[config.mk]
export PLATFORM = sky130hd
export DESIGN_NAME = sof_crc16_packet_deframer
export DESIGN_NICKNAME = d
export VERILOG_FILES = /design/src/rtl/core/sofcrc_pkg.sv /design/src/rtl/core/sofcrc_parser.sv /design/src/rtl/core/sofcrc_out_buf.sv /design/src/rtl/core/sof_crc16_packet_deframer.sv
export SDC_FILE = /design/constraint.sdc
export NUM_CORES = 1
export LEC_CHECK = 0
export BUFFER_PORTS_ARGS = -buffer_cell sky130_fd_sc_hd__buf_4
export CAP_MARGIN = 20
export CORE_ASPECT_RATIO = 0.9
export CORE_UTILIZATION = 40
export DETAILED_ROUTE_END_ITERATION = 8
export MAX_ROUTING_LAYER = met4
export PLACE_DENSITY_LB_ADDON = 0.08
export SLEW_MARGIN = 20
export SYNTH_ARGS = -nofsm -noshare
export SYNTH_HDL_FRONTEND = slang
export SYNTH_SLANG_ARGS = --single-unit
[constraint.sdc]
create_clock -name clk -period 9.6 [get_ports clk]
set_clock_uncertainty 0.2 [all_clocks]
set_input_delay 0.48 -clock clk [delete_from_list [all_inputs] [get_ports clk]]
set_output_delay 0.48 -clock clk [all_outputs]
set_load 0.005 [all_outputs]
[src/rtl/core/sofcrc_pkg.sv]
`timescale 1ns / 1ps

package sofcrc_pkg;

    localparam int CFG_IDX_W = 2;

    // Configuration register indexes.
    localparam logic [CFG_IDX_W-1:0] REG_START_FIRST  = 2'd0;
    localparam logic [CFG_IDX_W-1:0] REG_START_SECOND = 2'd1;
    localparam logic [CFG_IDX_W-1:0] REG_EXP_VERSION  = 2'd2;

    // Result kinds and end-of-frame status codes.
    localparam logic       KIND_PAYLOAD  = 1'b0;
    localparam logic       KIND_END      = 1'b1;
    localparam logic [1:0] STATUS_OK     = 2'd0;
    localparam logic [1:0] STATUS_BAD_VER = 2'd1;
    localparam logic [1:0] STATUS_BAD_CRC = 2'd2;

    localparam logic [15:0] CRC_INIT = 16'hFFFF;
    localparam logic [15:0] CRC_POLY = 16'h1021;

    typedef struct packed {
        logic [7:0] start_first;
        logic [7:0] start_second;
        logic [7:0] exp_version;
    } cfg_t;

    typedef struct packed {
        logic        item_kind;
        logic [7:0]  msg_type;
        logic [7:0]  msg_flags;
        logic [15:0] seq_number;
        logic [15:0] payload_length;
        logic [7:0]  payload_byte;
        logic [15:0] byte_index;
        logic [1:0]  frame_status;
    } res_t;

    // One byte of CRC-16/CCITT, MSB first, unrolled over eight bits.
    function automatic logic [15:0] crc16_byte(input logic [15:0] crc, input logic [7:0] data);
        logic [15:0] c;
        c = crc ^ {data, 8'h00};
        for (int i = 0; i < 8; i++)
        begin
            if (c[15])
            begin
                c = {c[14:0], 1'b0} ^ CRC_POLY;
            end
            else
            begin
                c = {c[14:0], 1'b0};
            end
        end
        return c;
    endfunction

endpackage

[src/rtl/core/sofcrc_parser.sv]
`timescale 1ns / 1ps

module sofcrc_parser
    import sofcrc_pkg::*;
(
    input  logic       clk,
    input  logic       rst_n,
    input  logic       accept,
    input  logic [7:0] rx_byte,
    input  cfg_t       cfg,
    output logic       res_valid,
    output res_t       res
);

    localparam logic [2:0] PH_HUNT1   = 3'd0;
    localparam logic [2:0] PH_HUNT2   = 3'd1;
    localparam logic [2:0] PH_HEADER  = 3'd2;
    localparam logic [2:0] PH_PAYLOAD = 3'd3;
    localparam logic [2:0] PH_CRCLO   = 3'd4;
    localparam logic [2:0] PH_CRCHI   = 3'd5;

    localparam logic [2:0] HDR_VERSION = 3'd0;
    localparam logic [2:0] HDR_TYPE    = 3'd1;
    localparam logic [2:0] HDR_FLAGS   = 3'd2;
    localparam logic [2:0] HDR_SEQ_LO  = 3'd3;
    localparam logic [2:0] HDR_SEQ_HI  = 3'd4;
    localparam logic [2:0] HDR_LEN_LO  = 3'd5;

    logic [2:0]  phase_reg, phase_next;
    logic [2:0]  header_count_reg, header_count_next;
    logic [7:0]  frame_type_reg, frame_type_next;
    logic [7:0]  frame_flags_reg, frame_flags_next;
    logic [15:0] frame_seq_reg, frame_seq_next;
    logic [15:0] frame_length_reg, frame_length_next;
    logic [15:0] payload_count_reg, payload_count_next;
    logic [15:0] running_crc_reg, running_crc_next;
    logic [7:0]  crc_low_byte_reg, crc_low_byte_next;
    logic        version_good_reg, version_good_next;

    logic [15:0] crc_upd;
    logic [15:0] length_full;
    logic [15:0] count_inc;
    logic [15:0] crc_got;

    assign crc_upd     = crc16_byte(running_crc_reg, rx_byte);
    assign length_full = {rx_byte, frame_length_reg[7:0]};
    assign count_inc   = payload_count_reg + 16'd1;
    assign crc_got     = {rx_byte, crc_low_byte_reg};

    always_comb
    begin
        phase_next         = phase_reg;
        header_count_next  = header_count_reg;
        frame_type_next    = frame_type_reg;
        frame_flags_next   = frame_flags_reg;
        frame_seq_next     = frame_seq_reg;
        frame_length_next  = frame_length_reg;
        payload_count_next = payload_count_reg;
        running_crc_next   = running_crc_reg;
        crc_low_byte_next  = crc_low_byte_reg;
        version_good_next  = version_good_reg;
        res_valid          = 1'b0;
        res                = '0;
        res.msg_type       = frame_type_reg;
        res.msg_flags      = frame_flags_reg;
        res.seq_number     = frame_seq_reg;
        res.payload_length = frame_length_reg;

        if (accept)
        begin
            unique case (phase_reg)
                PH_HUNT1:
                begin
                    if (rx_byte == cfg.start_first)
                    begin
                        phase_next = PH_HUNT2;
                    end
                end
                PH_HUNT2:
                begin
                    // The second start byte is tested first, so a repeated
                    // first start byte keeps the hunt waiting here.
                    if (rx_byte == cfg.start_second)
                    begin
                        phase_next        = PH_HEADER;
                        header_count_next = HDR_VERSION;
                        running_crc_next  = CRC_INIT;
                    end
                    else if (rx_byte != cfg.start_first)
                    begin
                        phase_next = PH_HUNT1;
                    end
                end
                PH_HEADER:
                begin
                    running_crc_next  = crc_upd;
                    header_count_next = header_count_reg + 3'd1;
                    unique case (header_count_reg)
                        HDR_VERSION: version_good_next = (rx_byte == cfg.exp_version);
                        HDR_TYPE:    frame_type_next   = rx_byte;
                        HDR_FLAGS:   frame_flags_next  = rx_byte;
                        HDR_SEQ_LO:  frame_seq_next    = {8'h00, rx_byte};
                        HDR_SEQ_HI:  frame_seq_next    = {rx_byte, frame_seq_reg[7:0]};
                        HDR_LEN_LO:  frame_length_next = {8'h00, rx_byte};
                        default:
                        begin
                            // Length high byte, the last byte of the header.
                            frame_length_next  = length_full;
                            header_count_next  = HDR_VERSION;
                            payload_count_next = '0;
                            phase_next = (length_full == 16'd0) ? PH_CRCLO : PH_PAYLOAD;
                        end
                    endcase
                end
                PH_PAYLOAD:
                begin
                    running_crc_next   = crc_upd;
                    payload_count_next = count_inc;
                    res_valid          = 1'b1;
                    res.item_kind      = KIND_PAYLOAD;
                    res.payload_byte   = rx_byte;
                    res.byte_index     = payload_count_reg;
                    if (count_inc == frame_length_reg)
                    begin
                        phase_next = PH_CRCLO;
                    end
                end
                PH_CRCLO:
                begin
                    crc_low_byte_next = rx_byte;
                    phase_next        = PH_CRCHI;
                end
                PH_CRCHI:
                begin
                    res_valid     = 1'b1;
                    res.item_kind = KIND_END;
                    phase_next    = PH_HUNT1;
                    if (!version_good_reg)
                    begin
                        res.frame_status = STATUS_BAD_VER;
                    end
                    else if (crc_got != running_crc_reg)
                    begin
                        res.frame_status = STATUS_BAD_CRC;
                    end
                    else
                    begin
                        res.frame_status = STATUS_OK;
                    end
                end
                default:
                begin
                    phase_next = PH_HUNT1;
                end
            endcase
        end
    end

    always_ff @(posedge clk or negedge rst_n)
    begin
        if (!rst_n)
        begin
            phase_reg         <= PH_HUNT1;
            header_count_reg  <= '0;
            frame_type_reg    <= '0;
            frame_flags_reg   <= '0;
            frame_seq_reg     <= '0;
            frame_length_reg  <= '0;
            payload_count_reg <= '0;
            running_crc_reg   <= CRC_INIT;
            crc_low_byte_reg  <= '0;
            version_good_reg  <= 1'b0;
        end
        else
        begin
            phase_reg         <= phase_next;
            header_count_reg  <= header_count_next;
            frame_type_reg    <= frame_type_next;
            frame_flags_reg   <= frame_flags_next;
            frame_seq_reg     <= frame_seq_next;
            frame_length_reg  <= frame_length_next;
            payload_count_reg <= payload_count_next;
            running_crc_reg   <= running_crc_next;
            crc_low_byte_reg  <= crc_low_byte_next;
            version_good_reg  <= version_good_next;
        end
    end

`ifndef SYNTHESIS
    a_hdr_count_only_in_header: assert property (@(posedge clk) disable iff (!rst_n)
        (header_count_reg != 3'd0) |-> (phase_reg == PH_HEADER))
        else $error("header count left nonzero outside the header");

    a_payload_count_in_range: assert property (@(posedge clk) disable iff (!rst_n)
        (phase_reg == PH_PAYLOAD) |-> (payload_count_reg < frame_length_reg))
        else $error("payload count ran past the declared length");

    a_end_returns_to_hunt: assert property (@(posedge clk) disable iff (!rst_n)
        (accept && phase_reg == PH_CRCHI) |=> (phase_reg == PH_HUNT1))
        else $error("end of frame did not return to hunting");
`endif

endmodule

[src/rtl/core/sofcrc_out_buf.sv]
`timescale 1ns / 1ps

module sofcrc_out_buf
    import sofcrc_pkg::*;
(
    input  logic clk,
    input  logic rst_n,
    input  logic push,
    input  res_t push_data,
    input  logic out_stall,
    output logic out_valid,
    output res_t out_data,
    output logic full
);

    // Two entries: one presents the result, the other absorbs a result
    // produced while the consumer stalls.
    res_t       entry_reg [2];
    logic       wr_ptr_reg, wr_ptr_next;
    logic       rd_ptr_reg, rd_ptr_next;
    logic [1:0] count_reg, count_next;
    logic       pop;

    assign out_valid = (count_reg != 2'd0);
    assign full      = (count_reg == 2'd2);
    assign out_data  = entry_reg[rd_ptr_reg];
    assign pop       = out_valid && !out_stall;

    always_comb
    begin
        wr_ptr_next = push ? ~wr_ptr_reg : wr_ptr_reg;
        rd_ptr_next = pop ? ~rd_ptr_reg : rd_ptr_reg;
        count_next  = count_reg + {1'b0, push} - {1'b0, pop};
    end

    always_ff @(posedge clk)
    begin
        if (push)
        begin
            entry_reg[wr_ptr_reg] <= push_data;
        end
    end

    always_ff @(posedge clk or negedge rst_n)
    begin
        if (!rst_n)
        begin
            wr_ptr_reg <= 1'b0;
            rd_ptr_reg <= 1'b0;
            count_reg  <= '0;
        end
        else
        begin
            wr_ptr_reg <= wr_ptr_next;
            rd_ptr_reg <= rd_ptr_next;
            count_reg  <= count_next;
        end
    end

`ifndef SYNTHESIS
    a_no_overflow: assert property (@(posedge clk) disable iff (!rst_n)
        (full && !pop) |-> !push)
        else $error("result pushed into a full output buffer");
`endif

endmodule

[src/rtl/core/sof_crc16_packet_deframer.sv]
// A result transaction is written into the output buffer when its input byte is taken and is offered from there.
// Throughput: one byte per cycle; the input stalls only while both output buffer entries hold
// results that the consumer has not yet taken.
// Reset (rst_n, asynchronous, active low) clears the configuration registers to zero, sends the
// parser back to hunting for the first start byte and empties the output buffer.
`timescale 1ns / 1ps

module sof_crc16_packet_deframer
    import sofcrc_pkg::*;
(
    input  logic                 clk,
    input  logic                 rst_n,

    // Configuration write channel.
    input  logic                 cfg_valid,
    output logic                 cfg_ready,
    input  logic [CFG_IDX_W-1:0] cfg_index,
    input  logic [7:0]           cfg_data,

    // Received byte channel.
    input  logic                 in_valid,
    output logic                 in_stall,
    input  logic [7:0]           rx_byte,

    // Result channel.
    output logic                 out_valid,
    input  logic                 out_stall,
    output logic                 item_kind,
    output logic [7:0]           msg_type,
    output logic [7:0]           msg_flags,
    output logic [15:0]          seq_number,
    output logic [15:0]          payload_length,
    output logic [7:0]           payload_byte,
    output logic [15:0]          byte_index,
    output logic [1:0]           frame_status
);

    // The configuration registers are always writable. A write lands at the
    // clock edge and is seen by the very next byte, also in mid-frame. An
    // index with no register behind it is dropped.
    cfg_t cfg_reg, cfg_next;

    logic in_accept;
    logic res_valid;
    res_t res;
    res_t out_data;
    logic buf_full;

    assign cfg_ready = 1'b1;

    always_comb
    begin
        cfg_next = cfg_reg;
        if (cfg_valid)
        begin
            unique case (cfg_index)
                REG_START_FIRST:  cfg_next.start_first  = cfg_data;
                REG_START_SECOND: cfg_next.start_second = cfg_data;
                REG_EXP_VERSION:  cfg_next.exp_version  = cfg_data;
                default:          cfg_next = cfg_reg;
            endcase
        end
    end

    always_ff @(posedge clk or negedge rst_n)
    begin
        if (!rst_n)
        begin
            cfg_reg <= '0;
        end
        else
        begin
            cfg_reg <= cfg_next;
        end
    end

    // A byte is taken whenever the output buffer has a free entry. The
    // parser walks hunt, header, payload and CRC phases; every payload byte
    // becomes a payload transaction as it arrives, and the high CRC byte
    // becomes the end-of-frame transaction with its status. A frame with a
    // bad version or CRC is still consumed to its declared length.
    assign in_stall  = buf_full;
    assign in_accept = in_valid && !in_stall;

    sofcrc_parser u_parser (
        .clk       (clk),
        .rst_n     (rst_n),
        .accept    (in_accept),
        .rx_byte   (rx_byte),
        .cfg       (cfg_reg),
        .res_valid (res_valid),
        .res       (res)
    );

    // The output buffer decouples the two sides, so a stalled consumer does
    // not stop the next byte from being taken.
    sofcrc_out_buf u_out_buf (
        .clk       (clk),
        .rst_n     (rst_n),
        .push      (res_valid),
        .push_data (res),
        .out_stall (out_stall),
        .out_valid (out_valid),
        .out_data  (out_data),
        .full      (buf_full)
    );

    assign item_kind      = out_data.item_kind;
    assign msg_type       = out_data.msg_type;
    assign msg_flags      = out_data.msg_flags;
    assign seq_number     = out_data.seq_number;
    assign payload_length = out_data.payload_length;
    assign payload_byte   = out_data.payload_byte;
    assign byte_index     = out_data.byte_index;
    assign frame_status   = out_data.frame_status;

endmodule
# After elaboration in Yosys (flattened, before gate mapping)
# Memories as Yosys holds them, arrays and structs flattened.
# Index checks and enable logic that the tools add are counted.
[totals]
ram_bits = 150
n_memories = 1
in_bits = 23
reg_bits = 123
output_inout_bits = 78
[memory_table]
columns = ["memory", "words", "width", "rd", "rd_clocked_by_memory_dff", "write_ports", "line_no", "source"]
rows = [
  ["u_out_buf.entry_reg", 2, 75, 1, 0, 1, "sofcrc_out_buf.sv:18", "res_t entry_reg [2];"],
]
[classes]
n_reduce_logical = 32
n_addsub = 4
bitwise_logic = 13
muxes = 35
n_eq_ne = 24
[op_table]
columns = ["op", "count"]
rows = [
  ["16-bit case mux with 2 select lines", 4],
  ["13-bit 2-to-1 mux", 8],
  ["16-bit 2-to-1 mux", 2],
  ["26-bit 2-to-1 mux", 1],
  ["8-bit == test", 3],
  ["24-bit 2-to-1 mux", 1],
  ["3-bit 2-to-1 mux", 8],
  ["3-bit inverter", 8],
  ["3-bit AND reduction", 8],
  ["16-bit by 1-bit adder with 16-bit output (second input constant)", 1],
  ["16-bit == test", 1],
  ["16-bit zero test", 1],
  ["16-bit != test", 1],
  ["16-bit bitwise XOR", 1],
  ["3-bit case mux with 5 select lines", 1],
  ["3-bit by 2-bit == test with 1-bit output (second input constant)", 4],
  ["3-bit == test (second input constant)", 4],
  ["2-bit nonzero test", 5],
  ["8-bit != test", 1],
  ["2-bit AND reduction", 4],
  ["4-bit AND reduction", 2],
  ["3-bit by 1-bit == test with 1-bit output (second input constant)", 2],
  ["3-bit zero test", 2],
  ["1-bit 2-to-1 mux", 6],
  ["18 further kinds", 29],
]

# Depth between registers and ports, before layout
[logic_depth]
depth_word = 18
mapped_depth = 11

# Hierarchy
# From an unflattened synthesis, not the netlist that was laid out.
[unflattened]
hier_cells = 851
hier_area_um2 = 12039.0
[by_module_without_submodules]
columns = ["module", "n_inst", "cells_per_inst", "seq_area_each_um2", "area_per_inst_um2"]
rows = [
  ["sofcrc_out_buf", 1, 251, 4604.4, 5770.5],
  ["sofcrc_parser", 1, 546, 2397.3, 5338.9],
  ["sof_crc16_packet_deframer", 1, 54, 600.6, 929.6],
]

# Least setup slack after synthesis
# Ideal clock, no wire load.
[synth_path]
path_type = "flip-flop to flip-flop"
from = "register u_out_buf.count_reg[1]"
to = "memory u_out_buf.entry_reg[1][0] (netlist name) (enable)"
path_buffers = 1
required_ns = 8.881
path_stages_with_launch = 8
slack_ns = 4.101
period_less_slack_ns = 5.499
arrival_ns = 4.780
setup_time_ns = 0.519
cell_sequence = "dfrtp_1 -> nand2b_1 -> and2_1 -> clkbuf_1 -> nand2_1 -> nor3b_1 -> nor2_1 -> nor2b_1"
[synth_between]
elab_chain_len = 6
[synth_rtl]
columns = ["item", "line_no", "source"]
rows = [
  ["start, declared", "sofcrc_out_buf.sv:21", "logic [1:0] count_reg, count_next;"],
  ["start signal, assigned", "sofcrc_out_buf.sv:56", "count_reg <= count_next;"],
  ["2-bit == test", "sofcrc_out_buf.sv:25", "assign full = (count_reg == 2'd2);"],
  ["1-bit zero test", "sof_crc16_packet_deframer.sv:83", "assign in_accept = in_valid && !in_stall;"],
  ["1-bit logical AND", "sof_crc16_packet_deframer.sv:83", ""],
  ["1-bit 2-to-1 mux", "sofcrc_parser.sv:69", "if (accept)"],
  ["1-bit 2-to-1 mux", "sofcrc_out_buf.sv:38", "if (push)"],
  ["1-bit 2-to-1 mux (not written as such)", "sofcrc_out_buf.sv:40", "entry_reg[wr_ptr_reg] <= push_data;"],
  ["end, declared", "sofcrc_out_buf.sv:18", ""],
]
# No other way between the ends.

# Worst setup path after layout
[layout_path]
from = "register u_out_buf.count_reg[1]"
to = "memory u_out_buf.entry_reg[1][58] (netlist name) (enable)"
# Same word-level chain as after synthesis.

==> reports/metrics.csv <==
stage,metric,value,unit
run_status,outcome,completed,
detailed_routing,drc_errors,0,
detailed_routing,drt_wl_total,25800,um
logic_synthesis,syn_area_per_cell,13.9,um^2
sta,period_share,39.3,%
floorplanning,ios,101,
global_routing,use_met2,27.1,%
critical_path,path_class,reg -> reg,
clocking,clk_path_buf_depth,3,
logic_synthesis,syn_inst,860,
detailed_routing,first_iter_violations,409,
sta,layout_min_cycle_time,3.77,ns
logic_synthesis,ys_warn_count,0,
flow_run,cap_violations,0,
clocking,cts_made_buffers,29,
detailed_routing,via_count,7044,
critical_path,timing.rr.start,u_out_buf.count_reg[1]$_DFF_PN0_,
global_routing,antenna_found_initial,0,
critical_path,crit_arrival,3.74,ns
critical_path,endpoint_kind,register,
layout,stdcell_count,1382,
layout,antenna_cells,0,
sta,setup_viol,0,
global_routing,grt_pass1_vias,7082,
sta,hold_viol,0,
floorplanning,initial_core_util,41.0,%
critical_path,crit_required,9.57,ns
layout,nets,996,
global_routing,met1_usage,25.8,%
placed_design,place_inst,1320,
critical_path,startpoint,u_out_buf.count_reg[1]$_DFF_PN0_,
critical_path,crit_end,u_out_buf.entry_reg[1][58]$_DFFE_PP_,
clocking,htreeDepth,1,
critical_path,worstReg2RegEnd,u_out_buf.entry_reg[1][58]$_DFFE_PP_,
power_and_ir_drop,leakage,5.57,nW
global_routing,overflow,0,
sta,worst_pin_slew,1.03,ns
clocking,cts_resized,0,
logic_synthesis,synth_seq_area_share,63.6,%
sta,slew_headroom,31.1,%
layout,largest_reg_flops,150,
layout,fill_cells,2626,
clocking,cts_root_buffer,clkbuf_16,
logic_synthesis,synth_edf_count,150,
floorplanning,die_h,166,um
logic_synthesis,synth_ff_type,edfxtp_1,
logic_synthesis,synth_seq_cells,273,
critical_path,critPathMaxFanout,48,
power_and_ir_drop,peakVddDrop,0.000160,V
clocking,clkTransAtPathRegs,0.06,ns
logic_synthesis,synthArstFlopShare,45.1,%
logic_synthesis,yosysUniqueCellTypes,60,
critical_path,startpoint_type,register,
placed_design,io_buffers,99,
clocking,hold_buffers,9,
clocking,cts_tree,done,
placed_design,placed_area,13100,um^2
critical_path,reg2regPathDepth,7,
logic_synthesis,mappedNetlistArea,12000,um^2
sta,fin_setup_tns,0,ns
global_routing,grt_use_total,17.9,%
logic_synthesis,synth_nets,892,
layout,area_delta_synth_final,17.5,%
detailed_routing,postRouteAntennaNets,0,
floorplanning,rows,59,
clocking,cts_sinks,273,
critical_path,r2r_slack,5.83,ns
sta,rsz0062_at_grt,no,
global_routing,top_usage_layer,met2,
layout,fin_area,14000,um^2
clocking,post_cts_buffers,0,
worst_hold_path,hold_class,in -> reg,
floorplanning,die_area,30600,um^2
global_routing,globalRouteMet3Util,2.68,%
detailed_routing,via_per_inst,5.10,
sta,drv_slew,0,
sta,fmax,0.265,GHz
floorplanning,dieWidth,184,um
floorplanning,core-area,29200,um^2
placed_design,gp_congestion,0.775,
clocking,insertion_delay,0.53,ns
detailed_routing,wl_per_cell,18.7,um
global_routing,grt_pass1_wl,41000,um
power_and_ir_drop,power.density,293,nW/um^2
global_routing,grt_max_degree,69,
detailed_routing,first_pass_iters,6,
layout,drive_gt1_share,32.7,%
placed_design,dp.final_hpwl,16300,um
[routing by layer]
| layer | vias up | wire [um] |
|---|---|---|
| li1 | 3356 | - |
| met1 | 3532 | 12700 |
| met2 | 129 | 11800 |
| met3 | 27 | 998 |
| met4 | 0 | 346 |
| met5 | - | 0 |
[synthesized netlist by cell type (4+ instances only)]
master / count / area share, %
a21oi_1: 19 / 0.80
a22o_1: 9 / 0.66
a31oi_1: 17 / 0.89
and2_1: 23 / 1.2
and3_1: 4 / 0.21
buf_2: 9 / 0.38
clkbuf_1: 26 / 0.82
dfrtp_1: 107 / 22
dfstp_2: 16 / 3.5
edfxtp_1: 150 / 38
ha_1: 9 / 0.94
inv_1: 12 / 0.38
mux2_2: 141 / 13
nand2_1: 44 / 1.4
nand2b_1: 5 / 0.26
nand3_1: 23 / 0.96
nand4_1: 10 / 0.52
nor2_1: 49 / 1.5
nor2b_1: 8 / 0.42
nor3_1: 5 / 0.21
nor4_1: 7 / 0.37
o21ai_0: 25 / 1.0
o31ai_1: 10 / 0.63
xnor2_1: 48 / 3.5
xor2_1: 27 / 2.0
[final cells by class]
| type | count | area (um^2) | area share (%) |
|---|---|---|---|
| Clock buffer | 41 | 791 | 5.63 |
| Clock inverter | 12 | 86.3 | 0.615 |
| Inverter | 12 | 45.0 | 0.321 |
| Multi-Input combinational cell | 531 | 4120 | 29.3 |
| Sequential cell | 273 | 7600 | 54.2 |
| Tap cell | 396 | 495 | 3.53 |
| Timing Repair Buffer | 117 | 901 | 6.42 |
[worst min path at each step]
stage	startpoint	endpoint	slack (ns)	depth (start not counted)
after global placement	u_parser.frame_seq_reg[7]$_DFFE_PN0P_	u_out_buf.entry_reg[0][49]$_DFFE_PP_	0.25	0
after global routing	out_stall	u_out_buf.rd_ptr_reg$_DFFE_PN0P_	0.07	3
after floorplan	rst_n	cfg_reg[0]$_DFFE_PN0P_	-0.02	0
after detailed placement	u_parser.frame_flags_reg[5]$_DFFE_PN0P_	u_out_buf.entry_reg[1][63]$_DFFE_PP_	0.25	0
final	out_stall	u_out_buf.rd_ptr_reg$_DFFE_PN0P_	0.07	3
after CTS	out_stall	u_out_buf.rd_ptr_reg$_DFFE_PN0P_	0.06	3
[placed cells by master, fill, tap and decap left out, types with 25 or more instances in the layout]
| cell type | Yosys | routed |
|---|---|---|
| o21ai_0 | 25 | 25 |
| nor2_1 | 49 | 47 |
| clkbuf_16 | 0 | 29 |
| xnor2_1 | 48 | 48 |
| dfrtp_1 | 107 | 106 |
| buf_4 | 3 | 108 |
| xor2_1 | 27 | 27 |
| mux2_2 | 141 | 141 |
| nand2_1 | 44 | 44 |
| edfxtp_1 | 150 | 150 |
[cells by family (layout without fill, tap and decap cells)]
group | count (synthesis) | after routing | synth area share (%)
buf+inv | 56 | 182 | 2.08
xor+xnor | 76 | 76 | 5.63
simple gates | 202 | 202 | 8.95
mux | 143 | 143 | 13.5
compound gates | 100 | 100 | 5.29
other cells | 1 | 1 | 0.0314
flops | 273 | 273 | 63.6
fa+ha+maj | 9 | 9 | 0.942
[power breakdown]
part | leakage, nW | internal (W) | total [W] | switching [W]
Clock | 0.437 | 0.000598 | 0.00104 | 0.000437
Sequential | 3.00 | 0.00161 | 0.00177 | 0.000159
Combinational | 2.13 | 0.000626 | 0.00132 | 0.000692
[per-stage QoR]
stage	hold slack [ns]	setup WS, ns	util [%]	power [W]
3_5_place_dp	0.250	5.70	44.8	0.00313
4_1_cts	0.0615	5.73	48.1	0.00419
2_1_floorplan	-0.0156	4.10	-	0.00260
3_3_place_gp	0.248	5.80	44.8	0.00312
5_1_grt	0.0744	5.50	48.1	0.00437
6_report	0.0731	5.83	48.1	0.00412
[critical path: stages (launching register included)]
cell      delay, ns
dfrtp_1        0.39
nand2b_1       0.12
and2_1         0.24
nand2_1        0.13
nor3b_1        0.56
nor2_1         0.26
nor2b_4        0.76
buf_4          0.70
No activity file was read; power rests on OpenSTA's default activity.
